$ cat src/rtl/c128b_pkg.sv
`timescale 1ns / 1ps

package c128b_pkg;

    localparam int SYM_W  = 7;
    localparam int PROD_W = 14;
    localparam int CHAR_W = 8;
    localparam int OUT_W  = 32;

    localparam int C128B_QUEUE_DEPTH = 4;

    localparam logic [SYM_W-1:0]  CHECK_MOD   = 7'd103;
    localparam logic [SYM_W-1:0]  START_B     = 7'd104;
    localparam logic [SYM_W-1:0]  STOP_VAL    = 7'd106;
    localparam logic [CHAR_W-1:0] FIRST_VALID = 8'd32;
    localparam logic [CHAR_W-1:0] LAST_VALID  = 8'd127;

    // start b leaves the checksum at start value modulo the check modulus
    localparam logic [SYM_W-1:0]  START_SUM   = START_B - CHECK_MOD;

    localparam int PATTERN_COUNT = 106;

    // one nibble per element, bar a in the top nibble down to space c
    localparam logic [23:0] PATTERN [PATTERN_COUNT] = '{
        24'h212222, 24'h222122, 24'h222221, 24'h121223, 24'h121322, 24'h131222,
        24'h122213, 24'h122312, 24'h132212, 24'h221213, 24'h221312, 24'h231212,
        24'h112232, 24'h122132, 24'h122231, 24'h113222, 24'h123122, 24'h123221,
        24'h223211, 24'h221132, 24'h221231, 24'h213212, 24'h223112, 24'h312131,
        24'h311222, 24'h321122, 24'h321221, 24'h312212, 24'h322112, 24'h322211,
        24'h212123, 24'h212321, 24'h232121, 24'h111323, 24'h131123, 24'h131321,
        24'h112313, 24'h132113, 24'h132311, 24'h211313, 24'h231113, 24'h231311,
        24'h112133, 24'h112331, 24'h132131, 24'h113123, 24'h113321, 24'h133121,
        24'h313121, 24'h211331, 24'h231131, 24'h213113, 24'h213311, 24'h213131,
        24'h311123, 24'h311321, 24'h331121, 24'h312113, 24'h312311, 24'h332111,
        24'h314111, 24'h221411, 24'h431111, 24'h111224, 24'h111422, 24'h121124,
        24'h121421, 24'h141122, 24'h141221, 24'h112214, 24'h112412, 24'h122114,
        24'h122411, 24'h142112, 24'h142211, 24'h241211, 24'h221114, 24'h413111,
        24'h241112, 24'h134111, 24'h111242, 24'h121142, 24'h121241, 24'h114212,
        24'h124112, 24'h124211, 24'h411212, 24'h421112, 24'h421211, 24'h212141,
        24'h214121, 24'h412121, 24'h111143, 24'h111341, 24'h131141, 24'h114113,
        24'h114311, 24'h411113, 24'h411311, 24'h113141, 24'h114131, 24'h311141,
        24'h411131, 24'h211412, 24'h211214, 24'h211232
    };

    // seven elements, bar a first
    localparam logic [27:0] STOP_PATTERN = 28'h2331112;

    typedef struct packed {
        logic              bad;
        logic              start;
        logic              last;
        logic [SYM_W-1:0]  value;
        logic [PROD_W-1:0] prod;
    } t_cmd;

    typedef enum logic [1:0] {
        PH_HEAD,
        PH_DATA,
        PH_CHECK,
        PH_STOP
    } t_phase;

    typedef struct packed {
        logic [2:0] bar_d;
        logic [2:0] space_c;
        logic [2:0] bar_c;
        logic [2:0] space_b;
        logic [2:0] bar_b;
        logic [2:0] space_a;
        logic [2:0] bar_a;
    } t_widths;

    function automatic t_widths symbol_widths(input logic [SYM_W-1:0] value);
        logic [23:0] p;
        t_widths     w;
        p = '0;
        w = '0;
        if (value == STOP_VAL) begin
            w.bar_a   = STOP_PATTERN[26:24];
            w.space_a = STOP_PATTERN[22:20];
            w.bar_b   = STOP_PATTERN[18:16];
            w.space_b = STOP_PATTERN[14:12];
            w.bar_c   = STOP_PATTERN[10:8];
            w.space_c = STOP_PATTERN[6:4];
            w.bar_d   = STOP_PATTERN[2:0];
        end else if (value < SYM_W'(PATTERN_COUNT)) begin
            p         = PATTERN[value];
            w.bar_a   = p[22:20];
            w.space_a = p[18:16];
            w.bar_b   = p[14:12];
            w.space_b = p[10:8];
            w.bar_c   = p[6:4];
            w.space_c = p[2:0];
        end
        return w;
    endfunction

endpackage

$ cat src/rtl/c128b_front.sv
`timescale 1ns / 1ps

module c128b_front (
    input  logic                           i_clk,
    input  logic                           i_rst_n,
    input  logic                           i_s_tvalid,
    output logic                           o_s_tready,
    input  logic [c128b_pkg::CHAR_W-1:0]   i_s_tdata,
    input  logic                           i_s_tlast,
    output logic                           o_push,
    output c128b_pkg::t_cmd                o_cmd,
    input  logic                           i_full
);
    import c128b_pkg::*;

    logic             r_in_message, n_in_message;
    logic [SYM_W-1:0] r_position, n_position;
    logic             r_discarding, n_discarding;

    logic              accept;
    logic              char_ok;
    logic [CHAR_W-1:0] offset;
    logic [SYM_W-1:0]  value;
    logic [SYM_W-1:0]  pos_use;
    logic [SYM_W-1:0]  pos_next;
    logic [PROD_W-1:0] prod;

    // requests are dropped without queueing while discarding
    assign o_s_tready = !i_full || r_discarding;
    assign accept     = i_s_tvalid && o_s_tready;

    assign char_ok  = i_s_tdata inside {[FIRST_VALID:LAST_VALID]};
    assign offset   = i_s_tdata - FIRST_VALID;
    assign value    = offset[SYM_W-1:0];
    assign pos_use  = r_in_message ? r_position : SYM_W'(1);
    assign pos_next = (pos_use == CHECK_MOD - SYM_W'(1)) ? '0 : pos_use + SYM_W'(1);
    assign prod     = {{(PROD_W-SYM_W){1'b0}}, pos_use} * {{(PROD_W-SYM_W){1'b0}}, value};

    assign o_push      = accept && !r_discarding;
    assign o_cmd.bad   = !char_ok;
    assign o_cmd.start = !r_in_message;
    assign o_cmd.last  = i_s_tlast;
    assign o_cmd.value = value;
    assign o_cmd.prod  = prod;

    always_comb begin
        n_in_message = r_in_message;
        n_position   = r_position;
        n_discarding = r_discarding;
        if (accept) begin
            if (r_discarding) begin
                if (i_s_tlast) begin
                    n_discarding = 1'b0;
                end
            end else if (!char_ok) begin
                n_in_message = 1'b0;
                n_position   = '0;
                n_discarding = !i_s_tlast;
            end else begin
                n_in_message = !i_s_tlast;
                n_position   = i_s_tlast ? '0 : pos_next;
            end
        end
    end

    always_ff @(posedge i_clk) begin
        if (!i_rst_n) begin
            r_in_message <= 1'b0;
            r_position   <= '0;
            r_discarding <= 1'b0;
        end else begin
            r_in_message <= n_in_message;
            r_position   <= n_position;
            r_discarding <= n_discarding;
        end
    end

endmodule

$ cat src/rtl/c128b_queue.sv
`timescale 1ns / 1ps

module c128b_queue #(
    parameter int DEPTH = c128b_pkg::C128B_QUEUE_DEPTH
) (
    input  logic            i_clk,
    input  logic            i_rst_n,
    input  logic            i_push,
    input  c128b_pkg::t_cmd i_data,
    output logic            o_full,
    input  logic            i_pop,
    output logic            o_valid,
    output c128b_pkg::t_cmd o_data
);
    import c128b_pkg::*;

    localparam int PTR_W = (DEPTH > 1) ? $clog2(DEPTH) : 1;
    localparam int CNT_W = $clog2(DEPTH + 1);

    t_cmd             r_mem [DEPTH];
    logic [PTR_W-1:0] r_wr_ptr, n_wr_ptr;
    logic [PTR_W-1:0] r_rd_ptr, n_rd_ptr;
    logic [CNT_W-1:0] r_count, n_count;

    logic do_push, do_pop;

    assign o_full  = (r_count == CNT_W'(DEPTH));
    assign o_valid = (r_count != '0);
    assign o_data  = r_mem[r_rd_ptr];

    assign do_push = i_push && !o_full;
    assign do_pop  = i_pop && o_valid;

    always_comb begin
        n_wr_ptr = r_wr_ptr;
        n_rd_ptr = r_rd_ptr;
        n_count  = r_count;
        if (do_push) begin
            n_wr_ptr = (r_wr_ptr == PTR_W'(DEPTH - 1)) ? '0 : r_wr_ptr + PTR_W'(1);
        end
        if (do_pop) begin
            n_rd_ptr = (r_rd_ptr == PTR_W'(DEPTH - 1)) ? '0 : r_rd_ptr + PTR_W'(1);
        end
        if (do_push && !do_pop) begin
            n_count = r_count + CNT_W'(1);
        end else if (do_pop && !do_push) begin
            n_count = r_count - CNT_W'(1);
        end
    end

    always_ff @(posedge i_clk) begin
        if (!i_rst_n) begin
            r_wr_ptr <= '0;
            r_rd_ptr <= '0;
            r_count  <= '0;
        end else begin
            r_wr_ptr <= n_wr_ptr;
            r_rd_ptr <= n_rd_ptr;
            r_count  <= n_count;
        end
    end

    always_ff @(posedge i_clk) begin
        if (do_push) begin
            r_mem[r_wr_ptr] <= i_data;
        end
    end

    // front must hold off while the queue is full
    a_no_push_full: assert property (@(posedge i_clk) disable iff (!i_rst_n)
        i_push |-> !o_full)
        else $error("push into full queue");

endmodule

$ cat src/rtl/c128b_back.sv
`timescale 1ns / 1ps

module c128b_back (
    input  logic                          i_clk,
    input  logic                          i_rst_n,
    input  logic                          i_q_valid,
    input  c128b_pkg::t_cmd               i_q_data,
    output logic                          o_q_pop,
    output logic                          o_m_tvalid,
    input  logic                          i_m_tready,
    output logic [c128b_pkg::OUT_W-1:0]   o_m_tdata,
    output logic                          o_m_tlast,
    output logic                          o_m_tuser
);
    import c128b_pkg::*;

    // restoring reduction, product stays below modulus shifted by SYM_W
    function automatic logic [SYM_W-1:0] reduce_mod(input logic [PROD_W-1:0] x);
        logic [PROD_W-1:0] r;
        r = x;
        for (int k = SYM_W - 1; k >= 0; k--) begin
            if (r >= (PROD_W'(CHECK_MOD) << k)) begin
                r = r - (PROD_W'(CHECK_MOD) << k);
            end
        end
        return r[SYM_W-1:0];
    endfunction

    t_cmd             r_cur;
    logic             r_cur_valid;
    logic [SYM_W-1:0] r_term;
    t_phase           r_phase, n_phase;
    logic [SYM_W-1:0] r_checksum, n_checksum;

    logic             r_out_valid;
    logic [OUT_W-1:0] r_out_data;
    logic             r_out_last;
    logic             r_out_bad;

    logic             out_load;
    logic             emit;
    logic             cur_done;
    logic             cur_take;
    logic [SYM_W:0]   sum_raw;
    logic [SYM_W-1:0] acc;
    logic [SYM_W-1:0] sym_value;
    logic             sym_final;
    logic             sym_bad;
    t_widths          sym_w;

    assign out_load = !r_out_valid || i_m_tready;
    assign emit     = r_cur_valid && out_load;
    assign cur_take = !r_cur_valid || (emit && cur_done);
    assign o_q_pop  = cur_take && i_q_valid;

    assign sum_raw = {1'b0, r_checksum} + {1'b0, r_term};
    assign acc     = (sum_raw >= {1'b0, CHECK_MOD}) ? SYM_W'(sum_raw - {1'b0, CHECK_MOD})
                                                     : sum_raw[SYM_W-1:0];

    // symbol selection for the current entry
    always_comb begin
        sym_value  = '0;
        sym_final  = 1'b0;
        sym_bad    = 1'b0;
        cur_done   = 1'b0;
        n_checksum = r_checksum;
        case (r_phase)
            PH_HEAD: begin
                if (r_cur.bad) begin
                    sym_bad   = 1'b1;
                    sym_final = 1'b1;
                    cur_done  = 1'b1;
                end else if (r_cur.start) begin
                    sym_value  = START_B;
                    n_checksum = START_SUM;
                end else begin
                    sym_value  = r_cur.value;
                    n_checksum = acc;
                    cur_done   = !r_cur.last;
                end
            end
            PH_DATA: begin
                sym_value  = r_cur.value;
                n_checksum = acc;
                cur_done   = !r_cur.last;
            end
            PH_CHECK: begin
                sym_value = r_checksum;
            end
            PH_STOP: begin
                sym_value = STOP_VAL;
                sym_final = 1'b1;
                cur_done  = 1'b1;
            end
            default: begin
                cur_done = 1'b1;
            end
        endcase
    end

    always_comb begin
        n_phase = r_phase;
        if (emit) begin
            case (r_phase)
                PH_HEAD: begin
                    if (r_cur.bad) begin
                        n_phase = PH_HEAD;
                    end else if (r_cur.start) begin
                        n_phase = PH_DATA;
                    end else begin
                        n_phase = r_cur.last ? PH_CHECK : PH_HEAD;
                    end
                end
                PH_DATA:  n_phase = r_cur.last ? PH_CHECK : PH_HEAD;
                PH_CHECK: n_phase = PH_STOP;
                PH_STOP:  n_phase = PH_HEAD;
                default:  n_phase = PH_HEAD;
            endcase
        end
    end

    assign sym_w = sym_bad ? t_widths'('0) : symbol_widths(sym_value);

    always_ff @(posedge i_clk) begin
        if (!i_rst_n) begin
            r_cur_valid <= 1'b0;
            r_phase     <= PH_HEAD;
            r_checksum  <= '0;
            r_out_valid <= 1'b0;
        end else begin
            if (cur_take) begin
                r_cur_valid <= i_q_valid;
            end
            r_phase <= n_phase;
            if (emit) begin
                r_checksum <= n_checksum;
            end
            if (out_load) begin
                r_out_valid <= emit;
            end
        end
    end

    always_ff @(posedge i_clk) begin
        if (cur_take) begin
            r_cur  <= i_q_data;
            r_term <= reduce_mod(i_q_data.prod);
        end
        if (emit) begin
            r_out_data <= {{(OUT_W - SYM_W - 21){1'b0}}, sym_w.bar_d, sym_w.space_c,
                           sym_w.bar_c, sym_w.space_b, sym_w.bar_b, sym_w.space_a,
                           sym_w.bar_a, sym_value};
            r_out_last <= sym_final;
            r_out_bad  <= sym_bad;
        end
    end

    assign o_m_tvalid = r_out_valid;
    assign o_m_tdata  = r_out_data;
    assign o_m_tlast  = r_out_last;
    assign o_m_tuser  = r_out_bad;

    a_bad_ends_run: assert property (@(posedge i_clk) disable iff (!i_rst_n)
        o_m_tvalid && o_m_tuser |-> o_m_tlast)
        else $error("error result without end of run");

    a_check_on_last: assert property (@(posedge i_clk) disable iff (!i_rst_n)
        r_phase == PH_CHECK |-> r_cur_valid && r_cur.last && !r_cur.bad)
        else $error("check phase outside a final character");

    a_sum_range: assert property (@(posedge i_clk) disable iff (!i_rst_n)
        emit |=> r_checksum < CHECK_MOD)
        else $error("checksum out of range");

endmodule

$ cat src/rtl/code128b_symbol_encoder.sv
`timescale 1ns / 1ps

// channel   dir  handshake                      payload
// s_axis    in   s_axis_tvalid / s_axis_tready  tdata[7:0] character, tlast end of message
// m_axis    out  m_axis_tvalid / m_axis_tready  tdata symbol and widths, tlast final symbol,
//                                               tuser bad character
//
// a message character is accepted every cycle while the queue has room; the back sequencer
// sends one symbol per cycle from its output register while m_axis is not stalled, so a
// middle character gives one symbol, the first one two (start b then data) and the last
// one two more (check then stop); a request passes the queue, working entry and output
// reset is synchronous and clears all control state; no sweep is needed afterwards
// a stall on m_axis fills the queue and then drops s_axis_tready, except while the rest of
// an aborted message is being discarded, which needs no queue room

module code128b_symbol_encoder #(
    parameter int QUEUE_DEPTH = c128b_pkg::C128B_QUEUE_DEPTH
) (
    input  logic                          i_clk,
    input  logic                          i_rst_n,
    input  logic                          s_axis_tvalid,
    output logic                          s_axis_tready,
    // [7:0] character
    input  logic [c128b_pkg::CHAR_W-1:0]  s_axis_tdata,
    input  logic                          s_axis_tlast,
    output logic                          m_axis_tvalid,
    input  logic                          m_axis_tready,
    // [6:0] symbol_value, [9:7] width_bar_a, [12:10] width_space_a, [15:13] width_bar_b,
    // [18:16] width_space_b, [21:19] width_bar_c, [24:22] width_space_c,
    // [27:25] width_bar_d, [31:28] zero
    output logic [c128b_pkg::OUT_W-1:0]   m_axis_tdata,
    output logic                          m_axis_tlast,
    // [0] bad_character
    output logic [0:0]                    m_axis_tuser
);
    import c128b_pkg::*;

    // front to queue
    logic push;
    t_cmd push_cmd;
    logic q_full;

    // queue to back
    logic q_valid;
    t_cmd q_data;
    logic q_pop;

    // front: classify characters, keep position and message state, form position times value
    c128b_front u_front (
        .i_clk      (i_clk),
        .i_rst_n    (i_rst_n),
        .i_s_tvalid (s_axis_tvalid),
        .o_s_tready (s_axis_tready),
        .i_s_tdata  (s_axis_tdata),
        .i_s_tlast  (s_axis_tlast),
        .o_push     (push),
        .o_cmd      (push_cmd),
        .i_full     (q_full)
    );

    // short queue lets start, check and stop symbols go out without stalling the input
    c128b_queue #(
        .DEPTH (QUEUE_DEPTH)
    ) u_queue (
        .i_clk   (i_clk),
        .i_rst_n (i_rst_n),
        .i_push  (push),
        .i_data  (push_cmd),
        .o_full  (q_full),
        .i_pop   (q_pop),
        .o_valid (q_valid),
        .o_data  (q_data)
    );

    // back: reduce the weighted term, keep the checksum, sequence symbols and look up widths
    c128b_back u_back (
        .i_clk      (i_clk),
        .i_rst_n    (i_rst_n),
        .i_q_valid  (q_valid),
        .i_q_data   (q_data),
        .o_q_pop    (q_pop),
        .o_m_tvalid (m_axis_tvalid),
        .i_m_tready (m_axis_tready),
        .o_m_tdata  (m_axis_tdata),
        .o_m_tlast  (m_axis_tlast),
        .o_m_tuser  (m_axis_tuser[0])
    );

endmodule
$ cat config.mk
export PLATFORM = sky130hd
export DESIGN_NAME = code128b_symbol_encoder
export DESIGN_NICKNAME = d
export VERILOG_FILES = /design/src/rtl/c128b_pkg.sv /design/src/rtl/c128b_front.sv /design/src/rtl/c128b_queue.sv /design/src/rtl/c128b_back.sv /design/src/rtl/code128b_symbol_encoder.sv
export SDC_FILE = /design/constraint.sdc
export NUM_CORES = 1
export LEC_CHECK = 0
export BUFFER_PORTS_ARGS = -buffer_cell sky130_fd_sc_hd__buf_2
export CELL_PAD_IN_SITES_DETAIL_PLACEMENT = 1
export CELL_PAD_IN_SITES_GLOBAL_PLACEMENT = 2
export CORE_MARGIN = 10
export CORE_UTILIZATION = 41
export DETAILED_ROUTE_END_ITERATION = 10
export PLACE_DENSITY = 0.89
export SYNTH_ARGS = -nofsm -noshare
export SYNTH_HDL_FRONTEND = slang
export SYNTH_SLANG_ARGS = --single-unit
$ cat constraint.sdc
create_clock -name i_clk -period 12.6 [get_ports i_clk]
set_input_delay 2.52 -clock i_clk [delete_from_list [all_inputs] [get_ports i_clk]]
set_output_delay 2.52 -clock i_clk [all_outputs]
set_load 0.02 [all_outputs]
==> results of run 1 <==
[cells by family (layout without fill, tap and decap cells)]
group | Yosys count | in the layout
adders and majority gates | 92 | 92
other | 1 | 6
buffers and inverters | 159 | 173
xor gates and xnor gates | 65 | 65
DFF | 170 | 170
AOI/OAI and AO/OA | 404 | 404
and+or+nand+nor | 420 | 420
muxes | 48 | 48
[timing repair]
action | in CTS | in global routing
buffers inserted | 0 | 2
pin swaps | 0 | 1
resized for setup | 2 | 8
setup endpoints to repair | 3 | 7
[cell usage after synthesis (20+ instances only)]
cell type | n | area [µm²]
nor3_1 | 23 | 115.1
and3_1 | 22 | 137.6
mux4_2 | 24 | 540.5
a211oi_1 | 20 | 150.1
clkbuf_1 | 64 | 240.2
xor2_1 | 20 | 175.2
ha_1 | 66 | 825.8
nand2_1 | 112 | 420.4
fa_1 | 26 | 520.5
nor2_1 | 74 | 277.8
edfxtp_1 | 141 | 4234
and2_1 | 22 | 137.6
a21oi_1 | 88 | 440.4
a31oi_1 | 26 | 162.7
o21ai_0 | 80 | 400.4
dfxtp_1 | 29 | 580.6
nor2b_1 | 23 | 143.9
inv_1 | 70 | 262.8
nand3_1 | 55 | 275.3
xnor2_1 | 44 | 385.4
[metal layers]
layer | share of wire (%) | track usage (%) | vias up
li1 | - | - | 5122
met1 | 44 | 26.25 | 5570
met2 | 50 | 34.16 | 270
met3 | 3.9 | 2.261 | 52
met4 | 1.9 | 5.889 | 0
met5 | 0 | 0 | -
[worst max-delay path by stage]
stage / startpoint / to / slack [ns]
finish: flop / u_back.r_term[1]$_DFFE_PN_ / 0.72
global route: flop / u_back.r_term[1]$_DFFE_PN_ / 0.03
CTS: flop / u_back.r_term[1]$_DFFE_PN_ / 0.05
detailed placement: flop / u_back.r_term[1]$_DFFE_PN_ / -0.13
global placement: flop / u_back.r_term[1]$_DFFE_PN_ / 0.58
floorplan: flop / u_back.r_term[1]$_DFFE_PN_ / 1.29
[metrics by stage]
stage	cell area [µm²]	setup WS (ns)	util, %
after floorplan	13280	1.288	-
final	14530	0.7232	45.80
after global placement	13840	0.5777	43.62
after CTS	14470	0.05317	45.63
after detailed placement	13840	-0.1269	43.62
after global routing	14530	0.03033	45.80
[flip-flops by register name (all words and copies together) (netlist names), 3 cells and up, named ones only]
signal and flops:
u_queue.r_mem 96, u_front.r_position 7, u_back.r_cur 10, u_queue.r_count 3
u_back.o_m_tdata 26, u_back.r_checksum 7, u_back.r_term 7
[critical path: cells and delay by family (launching register included)]
family / cells / cell delay (ns)
xor+xnor: 6 / 1.47
simple gates: 10 / 1.73
fa+ha+maj: 7 / 2.16
flops: 1 / 0.45
buf+inv: 1 / 0.08
compound gates: 13 / 4.13
mux: 4 / 1.59
[final cells by class]
cell class / instances / area share, %
multi-input combinational: 1035 / 54.40
sequential: 170 / 33.17
tap: 402 / 3.462
inverter: 72 / 1.860
clock buffer: 17 / 2.928
clock inverter: 15 / 1.344
timing repair buffer: 69 / 2.842
==> results.ini, run 1 <==
[run_status]
outcome=finished clean

[worst_setup_path]
crit_top_cell=ha_1
end_kind=flop
worstSetupPathType=flop to flop
worstPathMaxFanout=16
cp-start-kind=flop
slowest_delay_ns=0.63
r2r-end=u_back.r_term[1]$_DFFE_PN_
critPathRequiredTime_ns=12.81
crit_slowest_cell=mux4_2
reg2reg_depth=41
crit_arrival_ns=12.08
r2r_slack_ns=0.72

[layout]
area_delta_synth_final_pct=9.517
instances_no_fill=1780
antenna_cells=0
final.fill_count=3562
multiInputGateArea_um2=7903
final_common_cell=edfxtp_1
drive_above_1_share_pct=15.02
fin_nets=1470
final_cell_mix=141 x edfxtp_1, 112 x nand2_1, 88 x a21oi_1
seq_area_um2=4818

[job]
drv_cap=0

[timing]
min_period_ns=11.88
maxSlewHeadroom_pct=24.70
fin_tns_setup_ns=0
rsz0062_at_grt=no
hold_ws_ns=0.5094
hold_viol_final=0
fmaxAchievable_mhz=84.20
maxSlewViolCount=0
worst-slew-pin-transition_ns=1.120
setup_viol=0
fin_crit_sh_pct=94.26
finClkSkew_ns=0.01458

[placement]
portBuffers=42
dp.cells=1746
dp_hpwl_um=27980
gp_congestion=0.8831

[die]
dieArea_um2=39950
ioPinCount=49
row_count=65
coreArea_um2=31720
die_x_um=199.9
fp.dieH_um=199.9
start_util_pct=41.82

[synth]
synthFlopType=edfxtp_1
synth_fa_ha_area_share_pct=10.15
synth-xor-area-share_pct=4.348
synth_edf_count=141
ys_warn_count=0
synth_seq_cells=170
synth_cells=1359
yosys.area_share.simple_pct=16.40
synth_area_um2=13270
synth.area.mux_share_pct=6.320
synth_seq_area_share_pct=36.30
async_reset_ff_share_pct=0
ys_types=108
synth_top_family_by_area=compound AO/OA/AOI/OAI gates
avgSynthCellArea_um2=9.761
synth_compound_area_share_pct=21.44

[grt]
antenna_found_initial=0
grt_max_degree=48
grt_pass1_wl_um=64000
grt_pass1_vias=11550
grt_usage_pct=20.03
overflow=0

[drt]
detail-route-antenna-nets=0
detail_route.iter0.violations=762
viasPerCell=6.188
drc_errors=0
vias=11010
finalWirelength_um=39300
wl_per_cell_um=22.08
drt_pass1_iterations=5

[clocking]
clk_pin_slew_ns=0.08
htree_levels=4
cts_tree=done
cts_root_buffer=clkbuf_16
clkSinkCount=170
clockBufferDepth=2
clkLatencyLatePin_ns=0.45
cts_buffers=17
ctsHoldBuffers=0

[min_path]
hold_depth=2
hold_start=u_queue.r_wr_ptr[1]$_SDFFE_PN0P_
min_to=u_queue.r_wr_ptr[1]$_SDFFE_PN0P_
hold_path_class=flop to flop

Power of run 1 is not shown: default switching activity piles up to over one toggle a cycle in this logic, so the estimate is an artifact.
==> run 2: changes to the inputs <==
Settings changed: CORE_MARGIN 10 to 8, CORE_UTILIZATION 41 to 45, PLACE_DENSITY 0.89 to 0.95.
Clock period 12.6 ns to 14.9 ns, I/O delays scaled along.
==> results.ini, run 2 (synthesis gave the netlist of run 1 again) <==
[run_status]
outcome=finished clean

[die]
coreArea_um2=29320  ; -7.6%
fp.dieH_um=187.7  ; -6.1%
dieArea_um2=35230  ; -12%
row_count=63  ; -3.1%
die_x_um=187.7  ; -6.1%
start_util_pct=45.24  ; +3.4 points
ioPinCount=49  ; unchanged

[layout]
final_common_cell=edfxtp_1
fin_nets=1467  ; -0.20%
final.fill_count=3314  ; -7.0%
largest_reg_flops=96  ; unchanged
area_delta_synth_final_pct=8.951
drive_above_1_share_pct=14.25  ; -0.77 points
final_cell_mix=141 x edfxtp_1, 112 x nand2_1, 88 x a21oi_1
regMostFlops=u_queue.r_mem

[clocking]
clockBufferDepth=2  ; unchanged
clkLatencyLatePin_ns=0.44  ; about the same
clkSinkCount=170  ; unchanged
ctsHoldBuffers=0  ; unchanged
htree_levels=4  ; unchanged
post_cts_buffers=0  ; unchanged
cts_root_buffer=clkbuf_16
cts_resized=0  ; -2
cts_tree=done
clk_pin_slew_ns=0.08  ; about the same
cts_buffers=17  ; unchanged

[timing]
finClkSkew_ns=0.01927  ; +0.004690 ns
setup_viol=0  ; unchanged
maxSlewHeadroom_pct=24.43  ; -0.27 points
fin_crit_sh_pct=86.10  ; -8.2 points
fmaxAchievable_mhz=77.95  ; -7.4%
rsz0062_at_grt=no
hold_viol_final=0  ; unchanged
fin_tns_setup_ns=0  ; unchanged
worst-slew-pin-transition_ns=1.133  ; +0.01360 ns
maxSlewViolCount=0  ; unchanged
min_period_ns=12.83  ; +0.9527 ns

[drt]
detail_route.iter0.violations=1001  ; +31%
finalWirelength_um=39610  ; +0.78%
detail-route-antenna-nets=0  ; unchanged
drc_errors=0  ; unchanged
drt_pass1_iterations=5  ; unchanged
wl_per_cell_um=22.43  ; +1.6%
vias=11200  ; +1.7%
viasPerCell=6.341  ; +2.5%

[worst_setup_path]
crit_slowest_cell=a211oi_2
critPathRequiredTime_ns=15.09  ; +2.28 ns
r2r-end=u_back.r_term[1]$_DFFE_PN_
reg2reg_depth=41  ; unchanged
worstSetupPathType=flop to flop
r2r_slack_ns=2.07  ; +1.35 ns
end_kind=flop
worstPathMaxFanout=16  ; unchanged
crit_top_cell=ha_1
cp-start-kind=flop
slowest_delay_ns=0.78  ; +0.15 ns
crit_arrival_ns=13.02  ; +0.94 ns

[placement]
dp_hpwl_um=27880  ; -0.35%
gp_congestion=0.8637  ; -2.2%
portBuffers=42  ; unchanged

[min_path]
min_to=u_back.o_m_tvalid$_SDFFE_PN0N_
hold_path_class=flop to flop
hold_start=u_back.r_cur_valid$_SDFFE_PN0N_
hold_depth=2  ; unchanged

[grt]
overflow=0  ; unchanged
antenna_found_initial=0  ; unchanged
grt_pass1_wl_um=64430  ; +0.66%
grt_usage_pct=22.24  ; +2.2 points
grt_max_degree=48  ; unchanged
grt_pass1_vias=11630  ; +0.70%

[job]
drv_cap=0  ; unchanged

==> run 2: final cells by class <==
class	instances	area (µm²)	area share, %
sequential	170	4816	33.32
inverter	72	270.3	1.870
timing repair buffer	66	390.4	2.701
clock buffer	17	425.4	2.943
tap	390	488.0	3.376
clock inverter	15	211.5	1.463
antenna	1	2.502	0.01731
multi-input combinational	1035	7849	54.31
==> run 2: worst max-delay path by stage <==
stage,start,endpoint,slack (ns),depth (start not counted)
after global placement,flop,u_back.r_term[1]$_DFFE_PN_,2.84,41
after global routing,flop,u_back.r_term[1]$_DFFE_PN_,1.11,41
after CTS,flop,u_back.r_term[1]$_DFFE_PN_,2.12,41
after floorplan,flop,u_back.r_term[1]$_DFFE_PN_,3.59,47
final,flop,u_back.r_term[1]$_DFFE_PN_,2.07,41
after detailed placement,flop,u_back.r_term[1]$_DFFE_PN_,2.15,41
==> run 2: per-layer routing <==
metal,up-vias,part of all wire (%),global-route usage (%)
li1,5112,-,-
met1,5659,42,28.05
met2,363,51,39.09
met3,65,4.0,2.452
met4,0,2.4,7.515
met5,-,0,0
==> run 2: worst max-delay path: cells and delay by family, from the launching register on <==
family / cells / cell delay (ns)
multiplexers: 4 / 1.42
AO/OA/AOI/OAI: 13 / 4.52
adder cells (fa/ha/maj): 7 / 2.18
buffers and inverters: 1 / 0.07
flip-flops: 1 / 0.53
AND/OR/NAND/NOR: 10 / 2.28
XOR/XNOR: 6 / 1.55
==> run 2: metrics by stage <==
step	setup slack [ns]	hold slack [ns]	cell area [µm²]	util, %	cells
2_1_floorplan	3.588	0.4433	13280	-	1364
6_report	2.071	0.5180	14450	49.29	1766
3_3_place_gp	2.839	0.4844	13810	47.11	1733
4_1_cts	2.115	0.5231	14450	49.28	1765
5_1_grt	1.109	0.5642	14450	49.28	1765
3_5_place_dp	2.145	0.5080	13810	47.11	1733
Power of run 2 is left out for the same reason.
